<file path="src/sv/hbbc_pkg.sv">
// ----------------------------------------------------------------------------
// Buffer cache package
// Item types, action codes and status codes shared by the buffer cache files.
// ----------------------------------------------------------------------------
package hbbc_pkg;

    // Width of the block number; the modulo unit folds it byte by byte.
    localparam int BLK_W = 32;

    localparam logic [2:0] ACT_READ    = 3'd0;
    localparam logic [2:0] ACT_WRITE   = 3'd1;
    localparam logic [2:0] ACT_RELEASE = 3'd2;
    localparam logic [2:0] ACT_PIN     = 3'd3;
    localparam logic [2:0] ACT_UNPIN   = 3'd4;

    localparam logic [1:0] ST_OK        = 2'd0;
    localparam logic [1:0] ST_NO_FREE   = 2'd1;
    localparam logic [1:0] ST_UNDERFLOW = 2'd2;
    localparam logic [1:0] ST_BAD_INDEX = 2'd3;

    localparam logic [7:0] REFS_MAX = 8'd255;

    typedef struct packed {
        logic [2:0]       action;
        logic [7:0]       device_id;
        logic [BLK_W-1:0] block_number;
        logic [4:0]       buffer_index;
        logic [31:0]      now_tick;
    } t_in_item;

    typedef struct packed {
        logic [4:0] slot;
        logic       was_cached;
        logic       disk_read_request;
        logic       disk_write_request;
        logic [1:0] status;
    } t_out_item;

endpackage

</file>
<file path="src/sv/hbbc_mod.sv">
// ----------------------------------------------------------------------------
// Bucket modulo unit
// Reduces a block number modulo the bucket count in three pipelined steps.
// ----------------------------------------------------------------------------
module hbbc_mod import hbbc_pkg::*; #(
    parameter int NUM_BUCKETS = 13
) (
    input  logic                   i_clk,
    input  logic                   i_rst_n,
    input  logic                   i_start,
    input  logic [BLK_W-1:0]       i_value,
    output logic                   o_done,
    output logic [(NUM_BUCKETS > 1 ? $clog2(NUM_BUCKETS) : 1)-1:0] o_rem
);
    localparam int BW = (NUM_BUCKETS > 1) ? $clog2(NUM_BUCKETS) : 1;
    // Residues of 2^8, 2^16 and 2^24 modulo the bucket count.
    localparam int R1 = 256 % NUM_BUCKETS;
    localparam int R2 = (R1 * R1) % NUM_BUCKETS;
    localparam int R3 = (R2 * R1) % NUM_BUCKETS;
    // Reciprocal scaled by 2^QK, exact for any 16-bit folded sum.
    localparam int QK    = 22;
    localparam int RECIP = ((1 << QK) + NUM_BUCKETS - 1) / NUM_BUCKETS;

    logic [15:0]   r_sum;
    logic [15:0]   r_quo;
    logic [BW-1:0] r_rem;
    logic          r_ph1;
    logic          r_ph2;
    logic          r_done;
    logic [15:0]   fold;
    logic [37:0]   prod;
    logic [15:0]   qn;
    logic [15:0]   diff;

    // Fold the bytes by their residues, then divide by reciprocal multiplication.
    always_comb begin
        fold = 16'(32'(i_value[7:0]) + 32'(i_value[15:8]) * 32'(R1)
                   + 32'(i_value[23:16]) * 32'(R2) + 32'(i_value[31:24]) * 32'(R3));
        prod = 38'(r_sum) * 38'(RECIP);
        qn   = 16'(32'(r_quo) * 32'(NUM_BUCKETS));
        diff = r_sum - qn;
    end

    // Three steps: fold, quotient, remainder.
    always_ff @(posedge i_clk) begin
        if (!i_rst_n) begin
            r_ph1  <= 1'b0;
            r_ph2  <= 1'b0;
            r_done <= 1'b0;
        end else begin
            r_ph1  <= i_start;
            r_ph2  <= r_ph1;
            r_done <= r_ph2;
            if (i_start) begin
                r_sum <= fold;
            end
            if (r_ph1) begin
                r_quo <= 16'(prod >> QK);
            end
            if (r_ph2) begin
                r_rem <= BW'(diff);
            end
        end
    end

    assign o_done = r_done;
    assign o_rem  = r_rem;
endmodule

</file>
<file path="config.mk">
export PLATFORM = sky130hd
export DESIGN_NAME = hbbc_mod
export DESIGN_NICKNAME = d
export VERILOG_FILES = /design/src/sv/hbbc_pkg.sv /design/src/sv/hbbc_mod.sv
export SDC_FILE = /design/constraint.sdc
export NUM_CORES = 1
export LEC_CHECK = 0
export ABC_AREA = 0
export BUFFER_PORTS_ARGS = -buffer_cell sky130_fd_sc_hd__buf_2
export CAP_MARGIN = 20
export CORE_ASPECT_RATIO = 0.75
export CORE_UTILIZATION = 45
export DETAILED_ROUTE_END_ITERATION = 10
export GPL_ROUTABILITY_DRIVEN = 0
export SETUP_SLACK_MARGIN = 0.3
export SYNTH_ARGS = -nofsm -noshare
export SYNTH_HDL_FRONTEND = slang
export SYNTH_SLANG_ARGS = --single-unit
</file>
<file path="constraint.sdc">
create_clock -name i_clk -period 8 [get_ports i_clk]
set_input_delay 0.4 -clock i_clk [delete_from_list [all_inputs] [get_ports i_clk]]
set_output_delay 0.4 -clock i_clk [all_outputs]
set_load 0.005 [all_outputs]
</file>
==> impl_metrics.ini, run 1 <==
[cts]
postCtsResizedCells = 0
cts_tree = yes
post_cts_buffers = 0
ctsHoldBuffers = 0
root_buffer = clkbuf_16
worstSkewPairLatency_ns = 0.26
cts_sinks = 24
clockBufferDepth = 2
clk_pin_slew_ns = 0.06
cts-buffers-inserted = 3
cts-htree-levels = 1

[critical_path]
start_kind = register
cp_common_cell = fa_1
crit_start = r_sum[2]
slowest_delay_ns = 0.64
path_max_fanout = 10
cpMaxStageDelayCell = fa_1
arrival_ns = 5.58
end_kind = register
ff2ff_path_depth = 17
cp.required_ns = 8.00
rr_startpoint = r_sum[2]
rrSetupSlack_ns = 2.42
critPathKind = reg2reg
r2r_end = r_quo[3]
path_cells = fa_1 -> inv_1 -> fa_1 -> fa_1 -> inv_1 -> fa_1 -> fa_1 -> inv_1 -> fa_1 -> inv_1 -> ha_1 -> nor3_1 -> o21ai_0 -> o221ai_1 -> a41oi_2 -> a21oi_1 -> xnor2_1

[yosys]
synth.area.mux_share_pct = 0.178
syn-cell-area_sq_mm = 0.00562
yosysTopAreaCellShare_pct = 34.6
synth_top_family_by_area = adder cells
synth-edff-count = 21
ys_top_cells_by_count = inv_1 (161), ha_1 (133), fa_1 (97)
avgSynthCellArea_sq_um = 10.8
yosys.area_share.adder_pct = 64.2
yosys.area_share.simple_pct = 4.10
ys_ff_latch = 24
netlist_top_cells_area = fa_1 (35%), ha_1 (30%), edfxtp_1 (11%)
syn_inst = 521
synth.most_common_cell = inv_1
ys.warnings.count = 0
synth_flop_cell = edfxtp_1
synth_xor_area_share_pct = 3.74
ys_seq_area_share_pct = 12.3
synth_compound_area_share_pct = 4.70
synth_top_area_cell = fa_1
syn-num-nets = 786
synth_cell_types = 38
synth-async-reset-ratio_pct = 0

[finish]
regArea_sq_um = 691
fin_cells = 726
drive_gt1_share_pct = 8.87
fin_util_pct = 51.5
fillers = 1050
multiInputGateArea_sq_mm = 0.00432
fin_nets = 830
syn2layout_area_growth_pct = 8.96
antenna_cells = 0
design_area_sq_mm = 0.00612

[run]
cap_violations = 0

[drt]
drt-initial-drc-count = 100
ant_nets = 0
route.detailed.drc = 0
wl_per_cell_microns = 15.7
firstDrtPassIters = 4
wirelength_mm = 11.4
dr_total_vias = 3524
via_per_inst = 4.85

[placement]
dp_cells = 722
hpwl_mm = 10.6
portBuffers = 39
post_dp_cell_area_sq_mm = 0.00601

[die]
die_area_sq_mm = 0.0129
io_pins = 40
start_util_pct = 47.3
die-height_microns = 98.7
core_sq_mm = 0.0119
rows = 34
dieWidth_microns = 131

[worst_hold_path]
hold_path_depth = 2
hold_path_startpoint = i_start
min_to = r_ph1
min_path_type = in2reg

[grt]
use_met2_pct = 28.8
grt_first_pass_wirelength_mm = 19.2
grt_max_degree = 15
met1_usage_pct = 31.5
grt.busiest_layer = met1
grt_pass1_vias = 3746
met3_usage_pct = 4.45
groute.usage.overall_pct = 19.8
overflow = 0
antenna_found_initial = 0

[sta]
slew_viol_final = 0
relSlewSlack_pct = 55.1
rsz0062_at_grt = false
hold_viol = 0
worst_pin_slew_ns = 0.673
post-route-min-period_ns = 5.58
fin_skew_ns = 0.00245
finalSetupViolations = 0
max_freq_ghz = 0.179
fin_crit_sh_pct = 69.7
tns_ns = 0

[status]
status = completed
cell families (layout without fill, tap and decap cells):
logic type      Yosys count  count (layout)
simple gates             44              44
fa+ha+maj               230             230
compound gates           37              37
xor+xnor                 24              24
flops                    24              24
buf+inv                 161             204
mux                       1               1
layout make-up:
type                       count  share of cell area [%]
sequential                    24                    11.3
timing repair buffer          39                    3.19
inverter                     161                    9.88
clock buffer                   3                    1.23
tap                          162                    3.31
multi-input combinational    336                    70.6
clock inverter                 1                   0.491
critical path: cells and delay by family, from the launching register on:
family          cells  cell delay (ns)
flops               1             0.61
compound gates      4             0.85
xor+xnor            1             0.08
buf+inv             4             0.21
fa+ha+maj           7             3.39
simple gates        1             0.16
worst max-delay path by stage:
stage / end / slack [ns]
floorplan: r_quo[3] / 2.85
global placement: r_quo[3] / 2.61
detailed placement: r_quo[3] / 2.45
CTS: r_quo[3] / 2.44
global route: r_quo[3] / 2.19
finish: r_quo[3] / 2.42
routing by layer:
metal  wire length [microns]  part of all wire, %
met5                       0                    0
met4                      14                 0.12
met2                    4760                   42
met3                     677                  5.9
met1                    5980                   52
state kept, by name, indices dropped and copies added (netlist names):
register,cells
r_quo,4
r_ph1,1
r_sum,13
o_rem,4
r_ph2,1
o_done,1
stage by stage:
stage | worst slack [ns] | hold slack (ns)
after detailed placement | 2.45 | 0.447
after CTS | 2.44 | 0.345
after global routing | 2.19 | 0.367
after floorplan | 2.85 | 0.427
final | 2.42 | 0.353
after global placement | 2.61 | 0.433
cell usage in the layout, fill, tap and decap left out, types with 2 or more instances in the layout:
cell type / n
nor2b_1: 2
nor4_1: 3
a211oi_1: 4
o21ai_0: 5
nand2_1: 7
and2_1: 6
xnor2_1: 21
nand4_1: 4
edfxtp_1: 21
ha_1: 133
fa_1: 97
o21a_1: 2
a21oi_1: 8
buf_2: 39
clkbuf_16: 3
or2_2: 3
nor3_1: 6
xor2_1: 3
a21boi_0: 2
nand3_1: 2
nor2_1: 8
dfxtp_1: 3
inv_1: 161
a21o_1: 4
Power of run 1 is left out: the tool's default activity adds up to more than one toggle a clock period on the data nets, which glitch-free logic cannot reach.
==> inputs of run 2 (changes only) <==
clock period = 5.4 ns   (was 8 ns; I/O delays follow)
==> impl_metrics.ini, run 2 (synthesis results as in run 1) <==
[status]
status = completed

[critical_path]
critPathKind = reg2reg
end_kind = register
start_kind = register
ff2ff_path_depth = 17
path_max_fanout = 3
cp.required_ns = 5.40
arrival_ns = 5.07

[finish]
largest_reg_flops = 13
fin_util_pct = 54.7
drive_gt1_share_pct = 18.4
fillers = 1057
syn2layout_area_growth_pct = 15.5
fin_cells = 748
most-common-layout-cells = inv_1 (154), ha_1 (124), fa_1 (92)
largest-register = r_sum
fin_nets = 852
multiInputGateArea_sq_mm = 0.00452
regArea_sq_um = 691
final_common_cell = inv_1
antenna_cells = 0

[grt]
grt_pass1_vias = 3997
grt_first_pass_wirelength_mm = 19.5
groute.usage.overall_pct = 20.1
overflow = 0
antenna_found_initial = 0
grt_max_degree = 15

[sta]
fin_skew_ns = 0.00273
worst_pin_slew_ns = 0.657
post-route-min-period_ns = 5.07
finalSetupViolations = 0
fin_crit_sh_pct = 93.9
hold_viol = 0
slew_viol_final = 0
relSlewSlack_pct = 56.2
tns_ns = 0
max_freq_ghz = 0.197
rsz0062_at_grt = true

[worst_hold_path]
hold_path_depth = 2
min_path_type = in2reg

[die]
die-height_microns = 98.7
dieWidth_microns = 131
core_sq_mm = 0.0119
start_util_pct = 47.3
io_pins = 40
rows = 34
die_area_sq_mm = 0.0129

[cts]
root_buffer = clkbuf_16
worstSkewPairLatency_ns = 0.26
ctsHoldBuffers = 0
clk_pin_slew_ns = 0.06
cts_tree = yes
clockBufferDepth = 2
cts-buffers-inserted = 3
cts-htree-levels = 1
cts_sinks = 24

[placement]
portBuffers = 39
dp_cells = 733
hpwl_mm = 10.8

[drt]
dr_total_vias = 3691
route.detailed.drc = 0
firstDrtPassIters = 4
wirelength_mm = 12.0
wl_per_cell_microns = 16.0
via_per_inst = 4.93
drt-initial-drc-count = 104
ant_nets = 0

[run]
cap_violations = 0
[run 2: changes by cell type in the layout (fill, tap and decap cells not counted), sizes merged]
cell,delta
buf,+22
[run 2: worst paths after layout]
check | from | endpoint | slack [ns]
min reg2reg | r_ph1 | r_ph2 | 0.46
max | r_sum[1] | r_quo[3] | 0.33
min | i_start | r_ph1 | 0.24
max reg2reg | r_sum[1] | r_quo[3] | 0.33
[run 2: critical path, cell delays in order (launching register included)]
cell,delay (ns)
edfxtp_1,0.42
fa_1,0.59
inv_1,0.06
fa_1,0.52
fa_1,0.43
inv_2,0.07
fa_2,0.44
fa_1,0.51
inv_2,0.04
fa_1,0.54
inv_2,0.05
ha_4,0.17
nor3_4,0.17
o21ai_2,0.09
o221ai_2,0.21
a41oi_2,0.22
a21oi_2,0.20
xnor2_1,0.08
[run 2: area by class of cell]
type | count | area share (%)
clock inverter | 1 | 0.463
timing repair buffer | 61 | 5.55
clock buffer | 3 | 1.16
inverter | 161 | 9.35
sequential | 24 | 10.6
multi-input combinational | 336 | 69.7
tap | 162 | 3.12
[run 2: metal layers]
| metal | vias to the layer above | GRT usage [%] | routed length, microns |
|---|---|---|---|
| met4 | 0 | 1.95 | 76 |
| li1 | 1776 | - | - |
| met5 | - | 0 | 0 |
| met3 | 10 | 4.29 | 585 |
| met1 | 1841 | 31.2 | 6080 |
| met2 | 64 | 29.6 | 5260 |
[run 2: through the flow]
step / worst slack (ns) / hold slack [ns] / instance area [sq um]
CTS: 0.291 / 0.236 / 6280
detailed placement: 0.0946 / 0.443 / 6100
global route: 0.176 / 0.253 / 6490
floorplan: 0.307 / 0.392 / 5620
finish: 0.331 / 0.236 / 6490
global placement: 0.206 / 0.433 / 6100
[run 2: timing repair]
item,CTS,global route
buffers inserted,6,5
setup endpoints to repair,4,4
resized for setup,7,33
pin swaps,9,23
Power of run 2 is left out for the same reason.
